File: config.mk
export PLATFORM = sky130hd
export DESIGN_NAME = dns_response_parser_flat
export DESIGN_NICKNAME = d
export VERILOG_FILES = /design/src/sv/drp_pkg.sv /design/src/sv/drp_if.sv /design/src/sv/drp_in_reg.sv /design/src/sv/drp_parse.sv /design/src/sv/drp_out_reg.sv /design/src/sv/dns_response_parser.sv /design/src/flat_wrapper.sv
export SDC_FILE = /design/constraint.sdc
export NUM_CORES = 1
export LEC_CHECK = 0
export BUFFER_PORTS_ARGS = -buffer_cell sky130_fd_sc_hd__buf_2
export CAP_MARGIN = 20
export CORE_MARGIN = 2
export CORE_UTILIZATION = 48
export CTS_CLUSTER_SIZE = 24
export DETAILED_ROUTE_END_ITERATION = 8
export GPL_ROUTABILITY_DRIVEN = 1
export MAX_ROUTING_LAYER = met4
export PLACE_DENSITY = 0.64
export SKIP_CTS_REPAIR_TIMING = 1
export SYNTH_ARGS = -nofsm -noshare
export SYNTH_HDL_FRONTEND = slang
export SYNTH_HIERARCHICAL = 1
export SYNTH_SLANG_ARGS = --single-unit
File: constraint.sdc
create_clock -name clock -period 8 [get_ports clock]
set_input_delay 1.6 -clock clock [delete_from_list [all_inputs] [get_ports clock]]
set_output_delay 1.6 -clock clock [all_outputs]
set_load 0.1 [all_outputs]
File: src/sv/drp_pkg.sv
`timescale 1ns / 1ps
// ----------------------------------------------------------------------------
// DNS response parser package
// Shared types and constants for the streaming DNS response parser.
// ----------------------------------------------------------------------------
package drp_pkg;

   localparam int unsigned HeaderBytes = 12;
   localparam int unsigned QfootBytes  = 4;
   localparam int unsigned FixedBytes  = 10;

   localparam logic [15:0] TYPE_A    = 16'd1;
   localparam logic [15:0] TYPE_AAAA = 16'd28;
   localparam logic [15:0] CLASS_IN  = 16'd1;
   localparam logic [15:0] LEN_A     = 16'd4;
   localparam logic [15:0] LEN_AAAA  = 16'd16;
   localparam logic [1:0]  PTR_TAG   = 2'b11;

   // Qualifier codes kept in the byte counter while in the record data.
   localparam logic [3:0] QUAL_NONE = 4'd0;
   localparam logic [3:0] QUAL_A    = 4'd1;
   localparam logic [3:0] QUAL_AAAA = 4'd2;
   // In a name, a counter value of one marks a pending pointer byte.
   localparam logic [3:0] PTR_PENDING = 4'd1;

   typedef enum logic [2:0] {
      SEC_HEADER = 3'd0,
      SEC_QNAME  = 3'd1,
      SEC_QFOOT  = 3'd2,
      SEC_ANAME  = 3'd3,
      SEC_AFIXED = 3'd4,
      SEC_RDATA  = 3'd5,
      SEC_DONE   = 3'd6
   } section_type;

   typedef enum logic [1:0] {
      KIND_IPV4    = 2'd0,
      KIND_IPV6    = 2'd1,
      KIND_SUMMARY = 2'd2
   } kind_type;

   typedef struct packed {
      section_type section;
      logic [3:0]  field_byte_count;
      logic [15:0] header_id;
      logic [15:0] questions_left;
      logic [15:0] answers_left;
      logic [7:0]  label_bytes_left;
      logic [15:0] record_type;
      logic [15:0] record_class;
      logic [31:0] record_ttl;
      logic [15:0] data_bytes_left;
      logic [31:0] address_shift;
      logic        valid_seen;
   } parse_state_type;

   localparam parse_state_type STATE_RESET = '{
      section:          SEC_HEADER,
      field_byte_count: '0,
      header_id:        '0,
      questions_left:   '0,
      answers_left:     '0,
      label_bytes_left: '0,
      record_type:      '0,
      record_class:     '0,
      record_ttl:       '0,
      data_bytes_left:  '0,
      address_shift:    '0,
      valid_seen:       1'b0
   };

   typedef struct packed {
      logic [7:0] byte_value;
      logic       end_of_packet;
   } in_item_type;

   typedef struct packed {
      logic        valid;
      kind_type    kind;
      logic [15:0] request_id;
      logic [31:0] ttl_seconds;
      logic [31:0] ipv4_address;
      logic        any_valid;
   } result_type;

endpackage

File: src/sv/drp_if.sv
`timescale 1ns / 1ps
// ----------------------------------------------------------------------------
// DNS response parser channels
// Valid/ready channel interfaces for the message bytes and the results.
// ----------------------------------------------------------------------------
interface drp_req_if;
   logic       valid;
   logic       ready;
   logic [7:0] byte_value;
   logic       end_of_packet;

   modport source (output valid, output byte_value, output end_of_packet, input ready);
   modport sink   (input valid, input byte_value, input end_of_packet, output ready);
endinterface

interface drp_rsp_if;
   logic        valid;
   logic        ready;
   logic [1:0]  kind;
   logic [15:0] request_id;
   logic [31:0] ttl_seconds;
   logic [31:0] ipv4_address;
   logic        any_valid;

   modport source (output valid, output kind, output request_id, output ttl_seconds,
                   output ipv4_address, output any_valid, input ready);
   modport sink   (input valid, input kind, input request_id, input ttl_seconds,
                   input ipv4_address, input any_valid, output ready);
endinterface

File: src/sv/drp_in_reg.sv
`timescale 1ns / 1ps
// ----------------------------------------------------------------------------
// DNS response parser input register
// Holds one message byte until the parse stage takes it.
// ----------------------------------------------------------------------------
module drp_in_reg (
   input  logic               clock,
   input  logic               reset,
   drp_req_if.sink            req_if,
   input  logic               advance,
   output logic               item_valid,
   output drp_pkg::in_item_type item
);
   import drp_pkg::*;

   logic        valid_ff;
   logic        valid_in;
   in_item_type item_ff;
   logic        take;

   assign req_if.ready = !valid_ff || advance;
   assign take         = req_if.valid && req_if.ready;

   always_comb begin
      if (take) begin
         valid_in = 1'b1;
      end else if (advance) begin
         valid_in = 1'b0;
      end else begin
         valid_in = valid_ff;
      end
   end

   always_ff @(posedge clock) begin
      if (reset) begin
         valid_ff <= 1'b0;
      end else begin
         valid_ff <= valid_in;
      end
   end

   always_ff @(posedge clock) begin
      if (take) begin
         item_ff <= '{byte_value: req_if.byte_value, end_of_packet: req_if.end_of_packet};
      end
   end

   assign item_valid = valid_ff;
   assign item       = item_ff;
endmodule

File: src/sv/drp_parse.sv
`timescale 1ns / 1ps
// ----------------------------------------------------------------------------
// DNS response parser state update
// Walks the header, questions and answers one byte at a time.
// ----------------------------------------------------------------------------
module drp_parse (
   input  logic                 clock,
   input  logic                 reset,
   input  logic                 advance,
   input  drp_pkg::in_item_type item,
   output drp_pkg::result_type  result
);
   import drp_pkg::*;

   parse_state_type st_ff;
   parse_state_type st_in;
   parse_state_type upd;
   logic [7:0]      b;
   logic [3:0]      f;
   logic [3:0]      f_inc;
   logic            name_done;
   logic            rec_a;
   logic            rec_aaaa;
   logic [31:0]     rec_addr;

   assign b     = item.byte_value;
   assign f     = st_ff.field_byte_count;
   assign f_inc = f + 4'd1;

   always_comb begin
      upd       = st_ff;
      name_done = 1'b0;
      rec_a     = 1'b0;
      rec_aaaa  = 1'b0;
      rec_addr  = '0;

      case (st_ff.section)
         SEC_HEADER: begin
            if (f < 4'd2) begin
               upd.header_id = {st_ff.header_id[7:0], b};
            end else if (f == 4'd4 || f == 4'd5) begin
               upd.questions_left = {st_ff.questions_left[7:0], b};
            end else if (f == 4'd6 || f == 4'd7) begin
               upd.answers_left = {st_ff.answers_left[7:0], b};
            end
            if (f_inc >= 4'(HeaderBytes)) begin
               upd.field_byte_count = '0;
               upd.section = (upd.questions_left != '0) ? SEC_QNAME :
                             (upd.answers_left != '0) ? SEC_ANAME : SEC_DONE;
            end else begin
               upd.field_byte_count = f_inc;
            end
         end
         SEC_QNAME, SEC_ANAME: begin
            if (f == PTR_PENDING) begin
               upd.field_byte_count = '0;
               name_done = 1'b1;
            end else if (st_ff.label_bytes_left != '0) begin
               upd.label_bytes_left = st_ff.label_bytes_left - 8'd1;
            end else if (b[7:6] == PTR_TAG) begin
               upd.field_byte_count = PTR_PENDING;
            end else if (b == 8'd0) begin
               name_done = 1'b1;
            end else begin
               upd.label_bytes_left = b;
            end
            if (name_done) begin
               upd.section = (st_ff.section == SEC_QNAME) ? SEC_QFOOT : SEC_AFIXED;
            end
         end
         SEC_QFOOT: begin
            if (f_inc >= 4'(QfootBytes)) begin
               upd.field_byte_count = '0;
               upd.questions_left = st_ff.questions_left - 16'd1;
               upd.section = (upd.questions_left != '0) ? SEC_QNAME :
                             (st_ff.answers_left != '0) ? SEC_ANAME : SEC_DONE;
            end else begin
               upd.field_byte_count = f_inc;
            end
         end
         SEC_AFIXED: begin
            if (f < 4'd2) begin
               upd.record_type = {st_ff.record_type[7:0], b};
            end else if (f < 4'd4) begin
               upd.record_class = {st_ff.record_class[7:0], b};
            end else if (f < 4'd8) begin
               upd.address_shift = {st_ff.address_shift[23:0], b};
               if (f == 4'd7) begin
                  upd.record_ttl = upd.address_shift;
               end
            end else begin
               upd.data_bytes_left = {st_ff.data_bytes_left[7:0], b};
            end
            if (f_inc >= 4'(FixedBytes)) begin
               upd.address_shift = '0;
               if (upd.data_bytes_left == '0) begin
                  upd.answers_left     = st_ff.answers_left - 16'd1;
                  upd.field_byte_count = '0;
                  upd.label_bytes_left = '0;
                  upd.section = (upd.answers_left != '0) ? SEC_ANAME : SEC_DONE;
               end else begin
                  upd.field_byte_count = QUAL_NONE;
                  if (upd.record_class == CLASS_IN) begin
                     if (upd.record_type == TYPE_A && upd.data_bytes_left == LEN_A) begin
                        upd.field_byte_count = QUAL_A;
                     end else if (upd.record_type == TYPE_AAAA &&
                                  upd.data_bytes_left == LEN_AAAA) begin
                        upd.field_byte_count = QUAL_AAAA;
                     end
                  end
                  upd.section = SEC_RDATA;
               end
            end else begin
               upd.field_byte_count = f_inc;
            end
         end
         SEC_RDATA: begin
            upd.address_shift   = {st_ff.address_shift[23:0], b};
            upd.data_bytes_left = st_ff.data_bytes_left - 16'd1;
            if (upd.data_bytes_left == '0) begin
               if (f == QUAL_A) begin
                  rec_a          = 1'b1;
                  rec_addr       = upd.address_shift;
                  upd.valid_seen = 1'b1;
               end else if (f == QUAL_AAAA) begin
                  rec_aaaa       = 1'b1;
                  upd.valid_seen = 1'b1;
               end
               upd.answers_left     = st_ff.answers_left - 16'd1;
               upd.field_byte_count = '0;
               upd.label_bytes_left = '0;
               upd.address_shift    = '0;
               upd.section = (upd.answers_left != '0) ? SEC_ANAME : SEC_DONE;
            end
         end
         default: begin
         end
      endcase
   end

   always_comb begin
      result.valid        = item.end_of_packet || rec_a || rec_aaaa;
      result.ttl_seconds  = upd.record_ttl;
      result.ipv4_address = rec_a ? rec_addr : '0;
      result.any_valid    = upd.valid_seen;
      if (item.end_of_packet) begin
         result.kind       = KIND_SUMMARY;
         result.request_id = (upd.section != SEC_HEADER) ? upd.header_id : '0;
      end else begin
         result.kind       = rec_a ? KIND_IPV4 : KIND_IPV6;
         result.request_id = upd.header_id;
      end
   end

   assign st_in = item.end_of_packet ? STATE_RESET : upd;

   always_ff @(posedge clock) begin
      if (reset) begin
         st_ff <= STATE_RESET;
      end else if (advance) begin
         st_ff <= st_in;
      end
   end
endmodule

File: src/sv/drp_out_reg.sv
`timescale 1ns / 1ps
// ----------------------------------------------------------------------------
// DNS response parser result register
// Holds one result until the downstream side takes it.
// ----------------------------------------------------------------------------
module drp_out_reg (
   input  logic                clock,
   input  logic                reset,
   input  logic                load,
   input  drp_pkg::result_type result,
   output logic                can_load,
   drp_rsp_if.source           rsp_if
);
   import drp_pkg::*;

   logic       valid_ff;
   logic       valid_in;
   result_type data_ff;

   assign can_load = !valid_ff || rsp_if.ready;

   always_comb begin
      if (load) begin
         valid_in = 1'b1;
      end else if (rsp_if.ready) begin
         valid_in = 1'b0;
      end else begin
         valid_in = valid_ff;
      end
   end

   always_ff @(posedge clock) begin
      if (reset) begin
         valid_ff <= 1'b0;
      end else begin
         valid_ff <= valid_in;
      end
   end

   always_ff @(posedge clock) begin
      if (load) begin
         data_ff <= result;
      end
   end

   assign rsp_if.valid        = valid_ff;
   assign rsp_if.kind         = data_ff.kind;
   assign rsp_if.request_id   = data_ff.request_id;
   assign rsp_if.ttl_seconds  = data_ff.ttl_seconds;
   assign rsp_if.ipv4_address = data_ff.ipv4_address;
   assign rsp_if.any_valid    = data_ff.any_valid;
endmodule

File: src/sv/dns_response_parser.sv
`timescale 1ns / 1ps
// ----------------------------------------------------------------------------
// DNS response parser
// Streams a DNS response one byte per request and reports A/AAAA answers.
// ----------------------------------------------------------------------------
// The parser takes one message byte per request, the last byte flagged by
// end_of_packet, and can accept a new byte in every clock cycle while no
// result is held up. A byte sits in the input register while the state
// update works on it, and any result it gives is loaded into the result
// register once that register can take it. Bytes that give no result keep
// flowing while a result waits for the downstream side; only a byte that
// gives a result has to wait for the result register to free up, and the
// input side stalls behind it for as long as that takes. An Internet-class A
// answer with four data bytes gives a kind 0 result with id, TTL and address;
// an Internet-class AAAA answer with sixteen data bytes gives a kind 1 result.
// The last byte of a message always gives a kind 2 summary, and the parser
// then starts afresh for the next message. Records cut short by the end of
// the message give nothing.
// ----------------------------------------------------------------------------
module dns_response_parser (
   input  logic      clock,
   input  logic      reset,
   drp_req_if.sink   req_if,
   drp_rsp_if.source rsp_if
);
   import drp_pkg::*;

   logic        item_valid;
   in_item_type item;
   result_type  result;
   logic        can_load;
   logic        advance;

   // A byte leaves the input register whenever the result register could
   // take whatever it produces; bytes that produce nothing move on too.
   assign advance = item_valid && (can_load || !result.valid);

   drp_in_reg u_in_reg (
      .clock      (clock),
      .reset      (reset),
      .req_if     (req_if),
      .advance    (advance),
      .item_valid (item_valid),
      .item       (item)
   );

   drp_parse u_parse (
      .clock   (clock),
      .reset   (reset),
      .advance (advance),
      .item    (item),
      .result  (result)
   );

   drp_out_reg u_out_reg (
      .clock    (clock),
      .reset    (reset),
      .load     (advance && result.valid),
      .result   (result),
      .can_load (can_load),
      .rsp_if   (rsp_if)
   );
endmodule

File: src/flat_wrapper.sv
// flat-port wrapper written by rule: the top's interface ports become plain ports
module dns_response_parser_flat import drp_pkg::*;
  (clock, reset, req_if_valid, req_if_byte_value, req_if_end_of_packet, req_if_ready, rsp_if_valid, rsp_if_kind, rsp_if_request_id, rsp_if_ttl_seconds, rsp_if_ipv4_address, rsp_if_any_valid, rsp_if_ready);
  drp_req_if req_if_i ();
  drp_rsp_if rsp_if_i ();
  input  logic clock;
  input  logic reset;
  input wire logic [$bits(req_if_i.valid)-1:0] req_if_valid;
  input wire logic [$bits(req_if_i.byte_value)-1:0] req_if_byte_value;
  input wire logic [$bits(req_if_i.end_of_packet)-1:0] req_if_end_of_packet;
  output wire logic [$bits(req_if_i.ready)-1:0] req_if_ready;
  output wire logic [$bits(rsp_if_i.valid)-1:0] rsp_if_valid;
  output wire logic [$bits(rsp_if_i.kind)-1:0] rsp_if_kind;
  output wire logic [$bits(rsp_if_i.request_id)-1:0] rsp_if_request_id;
  output wire logic [$bits(rsp_if_i.ttl_seconds)-1:0] rsp_if_ttl_seconds;
  output wire logic [$bits(rsp_if_i.ipv4_address)-1:0] rsp_if_ipv4_address;
  output wire logic [$bits(rsp_if_i.any_valid)-1:0] rsp_if_any_valid;
  input wire logic [$bits(rsp_if_i.ready)-1:0] rsp_if_ready;
  assign req_if_i.valid = req_if_valid;
  assign req_if_i.byte_value = req_if_byte_value;
  assign req_if_i.end_of_packet = req_if_end_of_packet;
  assign req_if_ready = req_if_i.ready;
  assign rsp_if_valid = rsp_if_i.valid;
  assign rsp_if_kind = rsp_if_i.kind;
  assign rsp_if_request_id = rsp_if_i.request_id;
  assign rsp_if_ttl_seconds = rsp_if_i.ttl_seconds;
  assign rsp_if_ipv4_address = rsp_if_i.ipv4_address;
  assign rsp_if_any_valid = rsp_if_i.any_valid;
  assign rsp_if_i.ready = rsp_if_ready;
  dns_response_parser u_core (.clock(clock), .reset(reset), .req_if(req_if_i), .rsp_if(rsp_if_i));
endmodule
==> impl_metrics.py, run 1 <==
metrics = {
    "floorplanning": {
        "core_area_um2": 26800,
        "initial_utilization_pct": 48.67,
        "die_w_um": 168.8,
        "num_rows": 60,
        "fp.dieH_um": 168.8,
        "dieArea_um2": 28510,
        "io_pins": 98,
    },
    "logic_synthesis": {
        "synth_top_cells_by_count": "nor2_1, dfxtp_1, nand2_1",
        "syn-cell-area_um2": 13040,
        "synthCells": 1442,
        "synth_top_area_share_pct": 26.09,
        "synth_warnings": 6,
        "synth.ff_latch_count": 262,
        "synthArstFlopShare_pct": 0,
        "synthMostInstantiatedCell": "nor2_1",
        "syn-mean-instance-area_um2": 9.046,
        "synth_cell_type_count": 92,
        "synth_edf_count": 92,
        "synth_top_area_cell": "dfxtp_1",
        "synth_area_leaders": "dfxtp_1, edfxtp_1, a22oi_1, nor2_1, nand2_1",
        "synth_flop_cell": "dfxtp_1",
        "yosysSeqAreaShare_pct": 47.27,
        "synth_nets": 1465,
    },
    "timing": {
        "holdWs_ps": 459.6,
        "rsz0062_at_grt": "no",
        "max_freq_mhz": 152.2,
        "tightest_slew_ps": 1083,
        "skew_ps": 21.33,
        "slew_violations": 0,
        "relSlewSlack_pct": 27.31,
        "fin_crit_sh_pct": 82.12,
        "hold_viol": 0,
        "fin_crit_ps": 6570,
        "setup-violations-final": 0,
        "setup-tns-final_ps": 0,
    },
    "drt": {
        "routedWlPerCell_um": 19.78,
        "wl_mm": 36.35,
        "routed-via-count": 11280,
        "via_per_inst": 6.134,
        "antenna_left": 0,
        "drc": 0,
        "dr.pass1.iters": 7,
        "drt_iter0_markers": 1063,
    },
    "worst_hold_path": {
        "hold_class": "reg -> reg",
        "whs_path_depth": 1,
    },
    "clocking": {
        "cts_buffer_depth": 3,
        "htree_levels": 1,
        "cts-root-buf": "clkbuf_16",
        "clkLatencyLatePin_ps": 540,
        "clock_sinks": 262,
        "cts_tree": "yes",
        "cts_inserted_buffers": 28,
        "path_clk_slew_ps": 60,
    },
    "finish": {
        "area_growth_pct": 12.21,
        "finalNetCount": 1498,
        "diodes": 0,
        "drive_above_1_share_pct": 15.90,
        "stdcell_area_um2": 14640,
    },
    "flow_run": {
        "cap_violations": 0,
    },
    "run_status": {
        "status": "finished clean",
    },
    "pwr": {
        "leakage_nw": 5.193,
        "peakVddDrop_uv": 161.9,
        "p_per_area_nw_per_um2": 207.0,
        "power_mw": 3.030,
    },
    "global_routing": {
        "grt_start_max_net_pins": 62,
        "grt.overflow.total": 0,
        "antenna_found_initial": 0,
        "grt_pass1_vias": 10560,
        "grt_pass1_wl_mm": 57.51,
        "track_usage_pct": 25.51,
    },
    "placed_design": {
        "portBuffers": 97,
        "gp_congestion": 0.9826,
        "dp_hpwl_mm": 23.42,
        "place_area_um2": 13670,
    },
    "setup_path": {
        "cp-start-kind": "flop",
        "critPathRequiredTime_ps": 6400,
        "reg2reg_depth": 12,
        "cp_max_fo": 25,
        "end_kind": "output pin",
        "worstSetupPathType": "reg -> out",
        "cp.arrival_ps": 4970,
    },
}
[area by class of cell]
| cell class | count | area, um2 |
|---|---|---|
| clock buffer | 34 | 754.5 |
| timing repair buffer | 121 | 668.1 |
| clock inverter | 18 | 187.7 |
| multi-input combinational | 1035 | 6332 |
| fill | 2459 | 12160 |
| inverter | 27 | 101.3 |
| sequential | 262 | 6166 |
| tap | 341 | 426.7 |
[per-layer routing]
layer | wire length, um | global-route usage [%]
met2 | 17130 | 40.95
met3 | 2077 | 3.203
met5 | 0 | -
met4 | 1028 | 8.883
met1 | 16110 | 33.49
[sequential cells by signal (all words and copies together), names as in the netlist, 2 cells and up]
signal                                count
u_core/u_parse/st_ff                    164
u_core/u_out_reg/rsp_if.ipv4_address     32
u_core/u_out_reg/rsp_if.ttl_seconds      32
u_core/u_out_reg/rsp_if.request_id       16
u_core/u_in_reg/item                      9
u_core/u_parse/f                          4
u_core/u_out_reg/rsp_if.kind              2
[power breakdown]
group          switching [mW]  internal [mW]
Sequential             0.0187           1.40
Clock                   0.527          0.796
Combinational           0.244         0.0416
Total                   0.790           2.24
[logic make-up after synthesis]
group	share of synthesized area [%]
and+or+nand+nor	21.48
AOI/OAI and AO/OA	21.25
DFF	47.27
buffers and inverters	4.518
muxes	3.386
xor gates and xnor gates	1.141
adders and majority gates	0.9592
[worst max-delay path, cell delays in order, from the launching register on]
cell and delay (ps):
dfxtp_1 510, nor2b_1 880, nand2_1 790, a2111oi_0 890, o211ai_1 310, nand2_1 180, a21boi_1 300, nand2b_4 270
buf_2 290
[metrics by stage]
step | std cells | worst slack [ps] | util [%]
2_1_floorplan | 1442 | 3625 | -
3_3_place_gp | 1783 | 2220 | 51.01
3_5_place_dp | 1783 | 2044 | 51.01
4_1_cts | 1835 | 1529 | 54.53
5_1_grt | 1838 | 1159 | 54.61
6_report | 1838 | 1430 | 54.61
[worst paths after layout]
check | from | to | slack (ps)
max reg2reg | u_core/u_parse/st_ff[175] | u_core/u_parse/f[1] | 1900
max | u_core/u_parse/st_ff[175] | req_if_ready | 1430
min | u_core/u_parse/st_ff[0] | u_core/u_parse/st_ff[0] | 460
min reg2reg | u_core/u_parse/st_ff[0] | u_core/u_parse/st_ff[0] | 460
[cell usage in the layout, fill, tap and decap left out, drive strengths merged, types with 11 or more instances in the layout]
cell type  count
edfxtp        92
clkinv        12
a22oi        115
xnor2         11
nor2         227
or3           11
clkbuf        34
nor3          42
inv           28
and2          41
a31oi         13
nand3         26
o21ai         63
mux2          33
a21oi         91
nor4          28
nand2        116
a211oi        23
buf          121
dfxtp        170
(Power assumes the default switching activity.)
==> run 2: changes to the inputs <==
==> constraint.sdc (replaced) <==
create_clock -name clock -period 6.5 [get_ports clock]
set_input_delay 1.3 -clock clock [delete_from_list [all_inputs] [get_ports clock]]
set_output_delay 1.3 -clock clock [all_outputs]
set_load 0.1 [all_outputs]
==> impl_metrics.py, run 2 (synthesis gave the netlist of run 1 again) <==
metrics = {
    "run_status": {
        "status": "finished clean",
    },
    "floorplanning": {
        "die_w_um": 168.8,
        "initial_utilization_pct": 48.67,
        "core_area_um2": 26800,
        "fp.dieH_um": 168.8,
        "io_pins": 98,
        "dieArea_um2": 28510,
        "num_rows": 60,
    },
    "worst_hold_path": {
        "whs_path_depth": 1,
        "hold_class": "reg -> reg",
        "min_from": "u_core/u_parse/st_ff[0]",
        "hold_end": "u_core/u_parse/st_ff[0]",
    },
    "setup_path": {
        "reg2reg_from": "u_core/u_parse/st_ff[33]",
        "reg2reg_depth": 16,
        "critPathRequiredTime_ps": 5200,
        "reg2reg_slack_ps": 1120,
        "startpoint": "u_core/u_parse/st_ff[33]",
        "cp.arrival_ps": 4300,
        "end_kind": "output pin",
        "reg2reg_to": "u_core/u_parse/f[1]",
        "worstSetupPathType": "reg -> out",
        "cp_max_fo": 14,
        "cp-start-kind": "flop",
    },
    "timing": {
        "finalWorstSetupSlack_ps": 904.6,
        "tightest_slew_ps": 1025,
        "setup-violations-final": 0,
        "relSlewSlack_pct": 31.52,
        "fin_crit_ps": 5595,
        "skew_ps": 18.06,
        "rsz0062_at_grt": "no",
        "slew_violations": 0,
        "setup-tns-final_ps": 0,
        "max_freq_mhz": 178.7,
        "fin_crit_sh_pct": 86.08,
        "hold_viol": 0,
    },
    "drt": {
        "drt_iter0_markers": 1015,
        "antenna_left": 0,
        "dr.pass1.iters": 5,
        "drc": 0,
        "routed-via-count": 11370,
        "wl_mm": 36.39,
        "via_per_inst": 6.163,
        "routedWlPerCell_um": 19.72,
    },
    "pwr": {
        "leakage_nw": 5.239,
        "p_comb_share_pct": 9.7,
        "peakVddDrop_uv": 180.7,
        "power_mw": 3.745,
        "p_sw_mw": 0.9597,
        "p_seq_share_pct": 46.5,
        "p_per_area_nw_per_um2": 254.6,
        "internal-power_mw": 2.785,
        "switching_share_pct": 25.63,
        "p_clk_share_pct": 43.8,
    },
    "flow_run": {
        "cap_violations": 0,
    },
    "finish": {
        "layout_commonest_cell": "nor2_1",
        "area_growth_pct": 12.76,
        "stdcell_area_um2": 14710,
        "drive_above_1_share_pct": 16.49,
        "diodes": 0,
        "largest_reg_flops": 164,
        "final_cell_mix": "nor2_1, dfxtp_1, nand2_1, a22oi_1, buf_2",
        "finalNetCount": 1505,
        "regMostFlops": "u_core/u_parse/st_ff",
    },
    "clocking": {
        "cts_tree": "yes",
        "cts_buffer_depth": 3,
        "cts_inserted_buffers": 28,
        "path_clk_slew_ps": 60,
        "htree_levels": 1,
        "cts-root-buf": "clkbuf_16",
        "clkLatencyLatePin_ps": 540,
        "clock_sinks": 262,
    },
    "placed_design": {
        "place_area_um2": 13720,
        "dp_hpwl_mm": 23.47,
        "dp_slack_ps": 1259,
        "portBuffers": 97,
        "gp_congestion": 0.9628,
    },
    "global_routing": {
        "track_usage_pct": 25.68,
        "grt_pass1_vias": 10410,
        "grt_start_max_net_pins": 77,
        "grt.overflow.total": 0,
        "antenna_found_initial": 0,
        "grt_pass1_wl_mm": 57.54,
    },
}
run 2: cell count changes in the layout (fill, tap and decap cells not counted), sizes merged:
cell	change
clkinv	-10
inv	-1
clkbuf	+12
buf	+7
bufinv	-1
run 2: worst max path at each step:
stage                               endpoint  slack, ps
floorplan                       req_if_ready       2430
global placement    u_core/u_parse/st_ff[15]       1440
detailed placement       u_core/u_parse/f[1]       1260
CTS                             req_if_ready        980
global route                    req_if_ready        570
finish                          req_if_ready        900
run 2: per-stage QoR:
step                      hold slack [ps]  utilization [%]  std cells
after floorplan                     431.8                -       1442
after global placement              448.5            51.15       1788
after detailed placement            454.1            51.20       1789
after CTS                           469.1            54.77       1841
after global routing                482.0            54.88       1845
final                               465.0            54.88       1845
run 2: metal layers:
layer	GRT usage, %	wire, um
met3	3.811	2279
met5	-	0
met2	40.20	16780
met1	34.07	16190
met4	9.258	1143
run 2: cell type report:
cell class                 instances  area, um2
fill                            2437      12090
inverter                          27      101.3
multi-input combinational       1035       6332
clock inverter                     6      107.6
timing repair buffer             128      724.4
tap                              341      426.7
clock buffer                      46      849.6
sequential                       262       6166
run 2: power groups by stage:
stage	Clock (mW)	Combinational, mW	Sequential, mW
2_1_floorplan	0	0.111	1.95
3_3_place_gp	0	0.357	1.78
3_5_place_dp	0	0.360	1.78
4_1_cts	1.68	0.360	1.74
5_1_grt	1.74	0.379	1.74
6_report	1.64	0.362	1.74
run 2: critical path, stage by stage (launching register included):
cell and delay, ps:
dfxtp_1 400, inv_1 140, ha_1 320, nor4b_4 360
and4_1 230, o21ai_0 170, a2111oi_0 920, o211ai_1 320
nand2_1 180, a21boi_1 70, buf_4 190, nand2b_4 170
buf_2 290
